$ cat src/rtl/sfade_pkg.sv
// ----------------------------------------------------------------------------
// sfade_pkg - shared types and constants for the segment fade block
// Field widths, stage payload structs and the restoring divide step.
// ----------------------------------------------------------------------------
`default_nettype none

package sfade_pkg;

    localparam int unsigned OP_W      = 2;
    localparam int unsigned SAMPLE_W  = 16;
    localparam int unsigned TIME_W    = 32;
    localparam int unsigned DUR_W     = 20;
    localparam int unsigned LEN_W     = 31;
    localparam int unsigned FRAC_W    = 16;
    localparam int unsigned ALPHA_W   = FRAC_W + 1;
    // wide enough for t - (len - fade_out) without overflow
    localparam int unsigned DIFF_W    = TIME_W + 2;

    localparam int unsigned DIV_STAGES      = 8;
    localparam int unsigned STEPS_PER_STAGE = FRAC_W / DIV_STAGES;

    localparam logic [ALPHA_W-1:0] ALPHA_ONE  = ALPHA_W'(1) << FRAC_W;
    localparam logic signed [SAMPLE_W:0] CHROMA_MID = (SAMPLE_W + 1)'(128);

    localparam logic [OP_W-1:0] OP_CHROMA = 2'd1;

    localparam int unsigned CFG_IDX_W  = 2;
    localparam int unsigned CFG_DATA_W = LEN_W;
    localparam logic [CFG_IDX_W-1:0] CFG_FADE_IN  = 2'd0;
    localparam logic [CFG_IDX_W-1:0] CFG_FADE_OUT = 2'd1;
    localparam logic [CFG_IDX_W-1:0] CFG_SEG_LEN  = 2'd2;

    typedef struct packed {
        logic [OP_W-1:0]            op;
        logic signed [SAMPLE_W-1:0] sample;
        logic                       in_act;
        logic                       in_zero;
        logic [DUR_W-1:0]           num_in;
        logic                       out_act;
        logic                       out_zero;
        logic [DUR_W-1:0]           num_out;
    } t_prep;

    typedef struct packed {
        logic [OP_W-1:0]            op;
        logic signed [SAMPLE_W-1:0] sample;
        logic                       in_act;
        logic                       in_zero;
        logic [DUR_W-1:0]           rem_in;
        logic [FRAC_W-1:0]          q_in;
        logic                       out_act;
        logic                       out_zero;
        logic [DUR_W-1:0]           rem_out;
        logic [FRAC_W-1:0]          q_out;
    } t_div;

    typedef struct packed {
        logic [ALPHA_W-1:0]         alpha;
        logic signed [SAMPLE_W-1:0] sample_out;
    } t_res;

    // One restoring step: rem < den on entry and on exit. Returns {qbit, rem}.
    function automatic logic [DUR_W:0] div_step(input logic [DUR_W-1:0] rem,
                                                input logic [DUR_W-1:0] den);
        logic [DUR_W:0] dbl;
        logic [DUR_W:0] diff;
        dbl  = {rem, 1'b0};
        diff = dbl - {1'b0, den};
        if (dbl >= {1'b0, den}) begin
            return {1'b1, diff[DUR_W-1:0]};
        end else begin
            return {1'b0, dbl[DUR_W-1:0]};
        end
    endfunction

endpackage

`default_nettype wire

$ cat src/rtl/sfade_prep.sv
// ----------------------------------------------------------------------------
// sfade_prep - window decode stage
// Decides which fade windows hold the item and forms the divide numerators.
// ----------------------------------------------------------------------------
`default_nettype none

module sfade_prep (
    input  wire logic                                    i_clk,
    input  wire logic                                    i_rst_n,
    input  wire logic [sfade_pkg::DUR_W-1:0]             i_fade_in,
    input  wire logic [sfade_pkg::DUR_W-1:0]             i_fade_out,
    input  wire logic [sfade_pkg::LEN_W-1:0]             i_seg_len,
    input  wire logic                                    i_valid,
    output logic                                         o_ready,
    input  wire logic [sfade_pkg::OP_W-1:0]              i_op,
    input  wire logic signed [sfade_pkg::SAMPLE_W-1:0]   i_sample,
    input  wire logic signed [sfade_pkg::TIME_W-1:0]     i_time,
    output logic                                         o_valid,
    input  wire logic                                    i_ready,
    output sfade_pkg::t_prep                             o_data
);

    localparam int unsigned DW = sfade_pkg::DIFF_W;

    logic                       r_vld;
    sfade_pkg::t_prep           r_data;
    sfade_pkg::t_prep           n_data;
    logic                       en;
    logic signed [DW-1:0]       t_ext;
    logic signed [DW-1:0]       fi_ext;
    logic signed [DW-1:0]       fo_ext;
    logic signed [DW-1:0]       len_ext;
    logic signed [DW-1:0]       diff;

    assign en      = !r_vld || i_ready;
    assign o_ready = en;
    assign o_valid = r_vld;
    assign o_data  = r_data;

    always_comb begin
        t_ext   = DW'(i_time);
        fi_ext  = $signed({{(DW - sfade_pkg::DUR_W){1'b0}}, i_fade_in});
        fo_ext  = $signed({{(DW - sfade_pkg::DUR_W){1'b0}}, i_fade_out});
        len_ext = $signed({{(DW - sfade_pkg::LEN_W){1'b0}}, i_seg_len});
        // distance past the fade-out start
        diff    = t_ext - len_ext + fo_ext;

        n_data.op       = i_op;
        n_data.sample   = i_sample;
        n_data.in_act   = (i_fade_in != '0) && (t_ext < fi_ext);
        // at or before zero time the fade-in gain truncates to zero
        n_data.in_zero  = i_time[sfade_pkg::TIME_W-1] || (i_time == '0);
        n_data.num_in   = i_time[sfade_pkg::DUR_W-1:0];
        n_data.out_act  = (i_fade_out != '0) && !diff[DW-1];
        n_data.out_zero = diff >= fo_ext;
        n_data.num_out  = diff[sfade_pkg::DUR_W-1:0];
    end

    always_ff @(posedge i_clk) begin
        if (!i_rst_n) begin
            r_vld <= 1'b0;
        end else if (en) begin
            r_vld <= i_valid;
        end
    end

    always_ff @(posedge i_clk) begin
        if (en) begin
            r_data <= n_data;
        end
    end

endmodule

`default_nettype wire

$ cat src/rtl/sfade_div.sv
// ----------------------------------------------------------------------------
// sfade_div - pipelined fractional divider, two lanes
// Forms floor(num * 2^16 / den) for the fade-in and fade-out lanes,
// a fixed number of restoring steps per stage.
// ----------------------------------------------------------------------------
`default_nettype none

module sfade_div (
    input  wire logic                         i_clk,
    input  wire logic                         i_rst_n,
    input  wire logic [sfade_pkg::DUR_W-1:0]  i_fade_in,
    input  wire logic [sfade_pkg::DUR_W-1:0]  i_fade_out,
    input  wire logic                         i_valid,
    output logic                              o_ready,
    input  wire sfade_pkg::t_prep             i_data,
    output logic                              o_valid,
    input  wire logic                         i_ready,
    output sfade_pkg::t_div                   o_data
);

    localparam int unsigned NS = sfade_pkg::DIV_STAGES;
    localparam int unsigned SP = sfade_pkg::STEPS_PER_STAGE;
    localparam int unsigned DW = sfade_pkg::DUR_W;
    localparam int unsigned QW = sfade_pkg::FRAC_W;

    logic             r_vld [NS];
    sfade_pkg::t_div  r_st  [NS];
    logic             en    [NS+1];
    sfade_pkg::t_div  head;

    always_comb begin
        head         = '0;
        head.op      = i_data.op;
        head.sample  = i_data.sample;
        head.in_act  = i_data.in_act;
        head.in_zero = i_data.in_zero;
        head.rem_in  = i_data.num_in;
        head.out_act = i_data.out_act;
        head.out_zero = i_data.out_zero;
        head.rem_out = i_data.num_out;
    end

    assign en[NS]  = i_ready;
    assign o_ready = en[0];
    assign o_valid = r_vld[NS-1];
    assign o_data  = r_st[NS-1];

    for (genvar k = 0; k < NS; k++) begin : g_stage
        sfade_pkg::t_div src;
        sfade_pkg::t_div n_st;
        logic            src_vld;

        if (k == 0) begin : g_head
            assign src     = head;
            assign src_vld = i_valid;
        end else begin : g_link
            assign src     = r_st[k-1];
            assign src_vld = r_vld[k-1];
        end

        assign en[k] = !r_vld[k] || en[k+1];

        always_comb begin
            logic [DW:0] s_in;
            logic [DW:0] s_out;
            n_st = src;
            for (int j = 0; j < SP; j++) begin
                s_in  = sfade_pkg::div_step(n_st.rem_in, i_fade_in);
                s_out = sfade_pkg::div_step(n_st.rem_out, i_fade_out);
                n_st.rem_in  = s_in[DW-1:0];
                n_st.q_in    = {n_st.q_in[QW-2:0], s_in[DW]};
                n_st.rem_out = s_out[DW-1:0];
                n_st.q_out   = {n_st.q_out[QW-2:0], s_out[DW]};
            end
        end

        always_ff @(posedge i_clk) begin
            if (!i_rst_n) begin
                r_vld[k] <= 1'b0;
            end else if (en[k]) begin
                r_vld[k] <= src_vld;
            end
        end

        always_ff @(posedge i_clk) begin
            if (en[k]) begin
                r_st[k] <= n_st;
            end
        end
    end

endmodule

`default_nettype wire

$ cat src/rtl/sfade_mix.sv
// ----------------------------------------------------------------------------
// sfade_mix - gain select and sample scaling
// Picks the smaller window gain, multiplies the sample by it and rounds
// down by 2^16; chroma is scaled about its midpoint.
// ----------------------------------------------------------------------------
`default_nettype none

module sfade_mix (
    input  wire logic             i_clk,
    input  wire logic             i_rst_n,
    input  wire logic             i_valid,
    output logic                  o_ready,
    input  wire sfade_pkg::t_div  i_data,
    output logic                  o_valid,
    input  wire logic             i_ready,
    output sfade_pkg::t_res       o_data
);

    localparam int unsigned AW = sfade_pkg::ALPHA_W;
    localparam int unsigned SW = sfade_pkg::SAMPLE_W;
    localparam int unsigned FW = sfade_pkg::FRAC_W;
    localparam int unsigned PW = 2 * (SW + 1);

    // gain select stage
    logic                   r_vld_c;
    logic [AW-1:0]          r_alpha_c;
    logic signed [SW:0]     r_seff_c;
    logic signed [SW-1:0]   r_sample_c;
    logic                   r_chroma_c;
    // multiply stage
    logic                   r_vld_m;
    logic [AW-1:0]          r_alpha_m;
    logic signed [PW-1:0]   r_prod_m;
    logic signed [SW-1:0]   r_sample_m;
    logic                   r_chroma_m;
    // output stage
    logic                   r_vld_o;
    sfade_pkg::t_res        r_res_o;

    logic                   en_c;
    logic                   en_m;
    logic                   en_o;
    logic [AW-1:0]          a_in;
    logic [AW-1:0]          a_out;
    logic [AW-1:0]          n_alpha_c;
    logic signed [SW:0]     n_seff_c;
    logic                   chroma;
    logic signed [PW-1:0]   n_prod_m;
    logic signed [PW-FW-1:0] shifted;
    logic signed [PW-FW-1:0] scaled;
    sfade_pkg::t_res        n_res_o;

    assign en_o    = !r_vld_o || i_ready;
    assign en_m    = !r_vld_m || en_o;
    assign en_c    = !r_vld_c || en_m;
    assign o_ready = en_c;
    assign o_valid = r_vld_o;
    assign o_data  = r_res_o;

    always_comb begin
        chroma = (i_data.op == sfade_pkg::OP_CHROMA);
        if (!i_data.in_act) begin
            a_in = sfade_pkg::ALPHA_ONE;
        end else if (i_data.in_zero) begin
            a_in = '0;
        end else begin
            a_in = {1'b0, i_data.q_in};
        end
        if (!i_data.out_act) begin
            a_out = sfade_pkg::ALPHA_ONE;
        end else if (i_data.out_zero) begin
            a_out = '0;
        end else begin
            a_out = sfade_pkg::ALPHA_ONE - {1'b0, i_data.q_out};
        end
        n_alpha_c = (a_in < a_out) ? a_in : a_out;
        n_seff_c  = chroma ? ((SW + 1)'(i_data.sample) - sfade_pkg::CHROMA_MID)
                           : (SW + 1)'(i_data.sample);
    end

    always_comb begin
        n_prod_m = PW'(r_seff_c) * PW'($signed({1'b0, r_alpha_c[FW-1:0]}));
    end

    always_comb begin
        shifted = r_prod_m[PW-1:FW];
        scaled  = r_chroma_m ? (shifted + (PW - FW)'(sfade_pkg::CHROMA_MID)) : shifted;
        n_res_o.alpha      = r_alpha_m;
        // full gain passes the sample untouched
        n_res_o.sample_out = r_alpha_m[FW] ? r_sample_m : scaled[SW-1:0];
    end

    always_ff @(posedge i_clk) begin
        if (!i_rst_n) begin
            r_vld_c <= 1'b0;
            r_vld_m <= 1'b0;
            r_vld_o <= 1'b0;
        end else begin
            if (en_c) begin
                r_vld_c <= i_valid;
            end
            if (en_m) begin
                r_vld_m <= r_vld_c;
            end
            if (en_o) begin
                r_vld_o <= r_vld_m;
            end
        end
    end

    always_ff @(posedge i_clk) begin
        if (en_c) begin
            r_alpha_c  <= n_alpha_c;
            r_seff_c   <= n_seff_c;
            r_sample_c <= i_data.sample;
            r_chroma_c <= chroma;
        end
        if (en_m) begin
            r_alpha_m  <= r_alpha_c;
            r_prod_m   <= n_prod_m;
            r_sample_m <= r_sample_c;
            r_chroma_m <= r_chroma_c;
        end
        if (en_o) begin
            r_res_o <= n_res_o;
        end
    end

endmodule

`default_nettype wire

$ cat src/rtl/segment_fade_yuv_audio.sv
// ----------------------------------------------------------------------------
// segment_fade_yuv_audio - linear fade to black in Q16 for video and audio
//
// Samples enter on the s_axis stream: tdata carries the sample and its time
// within the segment, tuser the sample kind (luma, chroma, audio). Each
// sample leaves on m_axis with the faded value and the Q16 gain applied.
// The fade-in, fade-out and segment lengths are set over the cfg write
// channel, which is always ready; write them only while no sample is in
// flight.
// An input transaction reaches its output through one decode
// stage, eight divider stages (two quotient bits each, set by the 16-bit
// gain fraction), then gain select, multiply and output stages.
// Throughput is one sample per clock unless m_axis stalls. Every stage has
// its own valid bit and loads when empty or when the stage after it moves,
// so a stall on m_axis fills the bubbles first and only then drops
// s_axis_tready; nothing is lost or repeated. Reset clears the valid
// bits and all three lengths to zero (both fades off, gain 65536).
// ----------------------------------------------------------------------------
`default_nettype none

module segment_fade_yuv_audio (
    input  wire logic                                   i_clk,
    input  wire logic                                   i_rst_n,
    // configuration writes
    input  wire logic                                   i_cfg_valid,
    output logic                                        o_cfg_ready,
    input  wire logic [sfade_pkg::CFG_IDX_W-1:0]        i_cfg_index,
    input  wire logic [sfade_pkg::CFG_DATA_W-1:0]       i_cfg_data,
    // input samples
    input  wire logic                                   s_axis_tvalid,
    output logic                                        s_axis_tready,
    input  wire logic [47:0]  s_axis_tdata,  // [15:0] sample_in, [47:16] segment_time_ms
    input  wire logic [1:0]   s_axis_tuser,  // [1:0] op
    // output samples
    output logic                                        m_axis_tvalid,
    input  wire logic                                   m_axis_tready,
    output logic [39:0]       m_axis_tdata   // [15:0] sample_out, [32:16] alpha_used, rest 0
);

    localparam int unsigned SW = sfade_pkg::SAMPLE_W;
    localparam int unsigned TW = sfade_pkg::TIME_W;
    localparam int unsigned AW = sfade_pkg::ALPHA_W;

    logic [sfade_pkg::DUR_W-1:0] r_fade_in;
    logic [sfade_pkg::DUR_W-1:0] r_fade_out;
    logic [sfade_pkg::LEN_W-1:0] r_seg_len;

    logic             prep_valid;
    logic             prep_ready;
    sfade_pkg::t_prep prep_data;
    logic             div_valid;
    logic             div_ready;
    sfade_pkg::t_div  div_data;
    sfade_pkg::t_res  res_data;

    assign o_cfg_ready = 1'b1;

    always_ff @(posedge i_clk) begin
        if (!i_rst_n) begin
            r_fade_in  <= '0;
            r_fade_out <= '0;
            r_seg_len  <= '0;
        end else if (i_cfg_valid) begin
            case (i_cfg_index)
                sfade_pkg::CFG_FADE_IN:  r_fade_in  <= i_cfg_data[sfade_pkg::DUR_W-1:0];
                sfade_pkg::CFG_FADE_OUT: r_fade_out <= i_cfg_data[sfade_pkg::DUR_W-1:0];
                sfade_pkg::CFG_SEG_LEN:  r_seg_len  <= i_cfg_data[sfade_pkg::LEN_W-1:0];
                default: begin
                end
            endcase
        end
    end

    sfade_prep u_prep (
        .i_clk      (i_clk),
        .i_rst_n    (i_rst_n),
        .i_fade_in  (r_fade_in),
        .i_fade_out (r_fade_out),
        .i_seg_len  (r_seg_len),
        .i_valid    (s_axis_tvalid),
        .o_ready    (s_axis_tready),
        .i_op       (s_axis_tuser),
        .i_sample   ($signed(s_axis_tdata[SW-1:0])),
        .i_time     ($signed(s_axis_tdata[SW+TW-1:SW])),
        .o_valid    (prep_valid),
        .i_ready    (prep_ready),
        .o_data     (prep_data)
    );

    sfade_div u_div (
        .i_clk      (i_clk),
        .i_rst_n    (i_rst_n),
        .i_fade_in  (r_fade_in),
        .i_fade_out (r_fade_out),
        .i_valid    (prep_valid),
        .o_ready    (prep_ready),
        .i_data     (prep_data),
        .o_valid    (div_valid),
        .i_ready    (div_ready),
        .o_data     (div_data)
    );

    sfade_mix u_mix (
        .i_clk      (i_clk),
        .i_rst_n    (i_rst_n),
        .i_valid    (div_valid),
        .o_ready    (div_ready),
        .i_data     (div_data),
        .o_valid    (m_axis_tvalid),
        .i_ready    (m_axis_tready),
        .o_data     (res_data)
    );

    assign m_axis_tdata = {{(40 - SW - AW){1'b0}}, res_data.alpha, res_data.sample_out};

endmodule

`default_nettype wire

$ cat config.mk
export PLATFORM = sky130hd
export DESIGN_NAME = segment_fade_yuv_audio
export DESIGN_NICKNAME = d
export VERILOG_FILES = /design/src/rtl/sfade_pkg.sv /design/src/rtl/sfade_prep.sv /design/src/rtl/sfade_div.sv /design/src/rtl/sfade_mix.sv /design/src/rtl/segment_fade_yuv_audio.sv
export SDC_FILE = /design/constraint.sdc
export NUM_CORES = 2
export LEC_CHECK = 0
export BUFFER_PORTS_ARGS = -buffer_cell sky130_fd_sc_hd__buf_2
export CAP_MARGIN = 30
export CORE_ASPECT_RATIO = 0.9
export CORE_MARGIN = 8
export CORE_UTILIZATION = 60
export DETAILED_ROUTE_END_ITERATION = 6
export PLACE_DENSITY_LB_ADDON = 0.08
export SYNTH_ARGS = -nofsm -noshare
export SYNTH_HDL_FRONTEND = slang
export SYNTH_SLANG_ARGS = --single-unit
export TNS_END_PERCENT = 1
$ cat constraint.sdc
create_clock -name i_clk -period 19.8 [get_ports i_clk]
set_input_delay 0.99 -clock i_clk [delete_from_list [all_inputs] [get_ports i_clk]]
set_output_delay 0.99 -clock i_clk [all_outputs]
set_load 0.01 [all_outputs]
* Word level (Yosys, flattened, before mapping)
Memory sizes are Yosys's and may differ from the RTL's. Index checks and enable logic that the tools add are counted.
Operators by class: add/subtract/negate cells 37, multiply operators 1, magnitude comparators 35, equal/unequal tests 3, mux-type cells 81, bitwise logic cells 8, reductions and logical operators 35
Operators with widths (number):
- $ge 21x20->1 | 32
- $mux 21 | 32
- $sub 20x20->20 | 32
- $mux 17 | 5
- $mux 16 | 3
- $mux 1 | 41
- $reduce_bool 20->1 | 2
- $add 34x21->34 | 1
- $ge 34x21->1 | 1
- $sub 32x32->33 | 1
- $logic_not 32->1 | 1
- $lt 32x21->1 | 1
- $mul 17x17->32 | 1
- $lt 17x17->1 | 1
- $sub 16x9->17 const B | 1
- $sub 17x16->17 const A | 1
- $add 16x9->16 const B | 1
- $logic_not 1->1 | 13
- $logic_or 1x1->1 | 13
- $or 1x1->1 | 8
- $reduce_and 2->1 | 3
- $eq 2x1->1 const B | 2
- $eq 2x2->1 const B | 1
- $logic_and 1x1->1 | 2
- $logic_not 2->1 | 1
Storage, ports and cells: flip-flop bits (word level) 287, memory bits (writable) 760, input bits 88, output and inout bits 43, logic and storage cells 227, memories 2
Memory list:
- u_div.r_st | words 8, width 94, read ports 8, clocked after memory_dff 0, wr ports 8, line sfade_div.sv:27 | sfade_pkg::t_div r_st [NS];
- u_div.r_vld | words 8, width 1, read ports 8, clocked after memory_dff 0, wr ports 8, line sfade_div.sv:26 | logic r_vld [NS];

* Logic depth before layout (Yosys ltp)
depth after elaboration 16, mapped depth 29, depth with buffers taken out 27

* Cells and area by module
Synthesis repeated with hierarchy kept, for this count alone.
Second synthesis, totals: cell total of the unflattened synthesis 7944, area, all modules 79349.9 um^2
By module, submodules not included:
- sfade_div | instances 1, cells an instance 5576, area each 55544.5 um^2, seq. area each 19448.7 um^2
- sfade_mix | instances 1, cells an instance 1465, area each 15209.6 um^2, seq. area each 3873.7 um^2
- sfade_prep | instances 1, cells an instance 628, area each 5860.6 um^2, seq. area each 1881.8 um^2
- segment_fade_yuv_audio | instances 1, cells an instance 275, area each 2735.1 um^2, seq. area each 1421.4 um^2

* Worst setup path before layout
No wires, ideal clock.
kind input -> output, from input port m_axis_tready, to output port s_axis_tready, arrival 6.433 ns, required time 18.810 ns, path slack 12.377 ns, stages on the path 9, buffers on the path 1, cell sequence nor2b_1 -> and3_1 -> and2_1 -> clkbuf_1 -> nand3_1 -> nor2_1 -> and2_1 -> and3_1 -> nand3_1
RTL lines:
- from (decl) | line segment_fade_yuv_audio.sv:36 | input wire logic m_axis_tready,
- to (decl) | line segment_fade_yuv_audio.sv:31 | output logic s_axis_tready,

==> impl_results.md <==
- Status: completed
- Post-synthesis cell area: 75,500 µm²
- Final worst path period need: 7.60 ns
- Hold Vio Cnt, Final: 0
- Htree depth: 3
- Post-DR wirelength/cell: 21.2 µm
- Nets@finish: 8,937
- Share of layout cells above drive strength 1: 11.0%
- Core area: 125,000 µm²
- Yosys warnings: 0
- Most used cell, CP: o21ai_0
- Largest family of logic cells by synthesized area: adder cells
- Area growth, synth to finish: 8.19%
- Placed instance count: 9,338
- First-pass GRT wire length: 316,000 µm
- Starting Density: 60.4%
- TritonCTS sink count: 872
- Overflow after GRT: 0
- Initial antenna violation count: 6
- Gpl congestion: 0.927
- Largest net degree at the start of global routing: 91
- Endpoint type of the worst setup path: flip-flop
- Post-route insts no fill: 9,519
- Fin. max-slew vios: 0
- Relative slew slack: 32.6%
- Actual slew at the worst max-slew pin: 1.01 ns
- DRT iter0 DRCs: 4,856
- Register area share after synthesis: 33.7%
- Via-to-Cell Ratio: 6.13
- Arr. time, crit path: 8.08 ns
- Mux contribution to synthesized area: 6.13%
- Vias in the first global route: 57.0k
- Peak Freq: 132 MHz
- CTS resizes: 0
- Tcrit/Tclk final: 38.4%
- Clk_lat worst skew: 0.73 ns
- Post-route setup TNS: 0 ns
- Post-synth EDFFs: 796
- Largest stage delay, worst path: 0.77 ns
- Synth cell types: 107
- Postcts setup bufs: 0
- Clk_skew: 0.0391 ns
- Root buffer cell: clkbuf_16
- Setup crit start: r_fade_in[1]
- Synth Area in Compound Gates: 15.1%
- Synth Flop Type: edfxtp_1
- Via Count: 58.3k
- Cts bufs inserted: 95
- Crit path max fanout: 36
- CP Launch Type: flip-flop
- Post-Synth Adder-Cell Area: 21.0%
- R2r startpoint: r_fade_in[1]
- Worst Hold Class: flip-flop to flip-flop
- Average size of a mapped cell: 9.92 µm²
- Max-Cap Viols: 0
- Diodes inserted: 0
- WS Path Type: flip-flop to flip-flop
- Die span in y: 353 µm
- Seq cells post-synth: 872
- Clk slew on worst S/H paths: 0.06 ns
- Max Buffers Root-to-Sink: 3
- Routed wire length: 202,000 µm
- Standard-cell row count: 123
- Total track usage: 28.6%
- CTS tree: done
- Fill count: 10.2k
- Unrepaired setup endpoints after global routing: no
- Worst hold margin: 0.396 ns
- Die W: 390 µm
- Die area: 137,000 µm²
- TritonRoute pass-1 iters: 6
- Worst endpoint required time: 20.28 ns
- Hold buffers post-CTS: 0
- Post-synthesis simple-gate area fraction: 13.6%
- I/O Buffers: 122
- Ports: 131
- CP max-delay cell: a31oi_4
- Mapped Cells: 7,609
- Endpoints failing setup: 0
- DR DRC count: 0
- Final ANT Viol Nets: 0
- Hpwl dp: 150,000 µm
- Ys async rst share: 0%
- Critical hold path startpoint: u_div.r_st[1][234]
- Area share of xor/xnor cells in the synthesized design: 6.30%
## synthesized netlist by cell type, types with 106 or more instances
| cell | n | area [µm²] |
|---|---|---|
| a21boi_0 | 117 | 878 |
| mux2_2 | 375 | 4220 |
| and2_1 | 156 | 976 |
| edfxtp_1 | 796 | 23900 |
| nand4_1 | 106 | 663 |
| inv_1 | 602 | 2260 |
| nor2_1 | 450 | 1690 |
| xnor2_1 | 363 | 3180 |
| ha_1 | 815 | 10200 |
| nand2_1 | 694 | 2610 |
| nor3_1 | 143 | 716 |
| o21ai_0 | 316 | 1580 |
| a21oi_1 | 490 | 2450 |
| xor2_1 | 180 | 1580 |
| nand3_1 | 131 | 656 |
| a21o_1 | 251 | 1880 |
| fa_1 | 283 | 5670 |
## sequential cells by signal, summed over array words and instances, names as in the netlist, 8 cells and up
register and flops:
u_mix.r_alpha_m 17, r_fade_out 20, u_mix.o_data 33, u_mix.r_sample_m 16, r_seg_len 31, r_fade_in 20
u_prep.o_data 62, u_mix.r_seff_c 10, u_div.r_vld 8, u_mix.r_alpha_c 17, u_mix.r_sample_c 16, u_div.r_st 600
u_mix.r_prod_m 16
## placed cells by master (no fill, tap or decap), types with 96 or more instances in the layout
cell type / Yosys / routed
a21boi_0: 117 / 117
fa_1: 283 / 283
a21o_1: 251 / 251
inv_1: 602 / 597
nand3_1: 131 / 129
nor2b_1: 98 / 98
nand2_1: 694 / 690
nand4_1: 106 / 106
o21ai_0: 316 / 315
nor2_1: 450 / 449
clkbuf_16: 0 / 96
xor2_1: 180 / 180
and2_1: 156 / 157
a21oi_1: 490 / 487
edfxtp_1: 796 / 796
ha_1: 815 / 815
nor3_1: 143 / 142
buf_2: 52 / 122
mux2_2: 375 / 375
xnor2_1: 363 / 363
## cell type report
type	instances	area (µm²)	area share, %
clock buffers	113	2480	3.03
flip-flops and latches	872	25400	31.1
clock inverters	65	800	0.979
multi-input cells	5953	47100	57.7
inverters	606	2280	2.79
repair buffers	223	1500	1.83
well taps	1687	2110	2.58
## layer usage
| metal | GRT usage [%] | wire length [µm] | up-vias |
|---|---|---|---|
| met5 | 0 | 41 | - |
| met3 | 3.88 | 13000 | 373 |
| li1 | - | - | 27766 |
| met1 | 40.8 | 91600 | 28316 |
| met2 | 45.7 | 91100 | 1846 |
| met4 | 8.29 | 6000 | 6 |
## metrics by stage
step                      setup slack (ns)  utilization, %  cell area, µm²
after floorplan                      12.38               -           75500
after global placement               12.09            62.6           78200
after detailed placement             12.32            62.7           78400
after CTS                            12.31            65.3           81600
after global routing                 11.60            65.4           81700
final                                12.20            65.4           81700
## path summary, 6_finish.rpt
path	endpoint	slack (ns)	cells after the start
worst max-delay path	u_div.r_st[0][253]	12.20	25
worst min-delay path	u_div.r_st[1][330]	0.40	0
worst max register to register	u_div.r_st[0][253]	12.20	25
worst min register to register	u_div.r_st[1][330]	0.40	0
## critical path: cells and delay by family (launching register included)
family / cells / cell delay, ns
compound gates: 16 / 3.93
fa+ha+maj: 2 / 0.64
buf+inv: 2 / 0.61
flops: 1 / 0.31
mux: 2 / 0.94
simple gates: 3 / 0.87
## logic make-up after synthesis
group                    count (synthesis)
other                                    2
AND/OR/NAND/NOR                       2128
buffers and inverters                  790
AO/OA/AOI/OAI                         1761
flip-flops                             872
adder cells (fa/ha/maj)               1098
XOR/XNOR                               543
multiplexers                           415
Power is not shown: default switching activity piles up to over one toggle a cycle in this logic, so the estimate is an artifact.
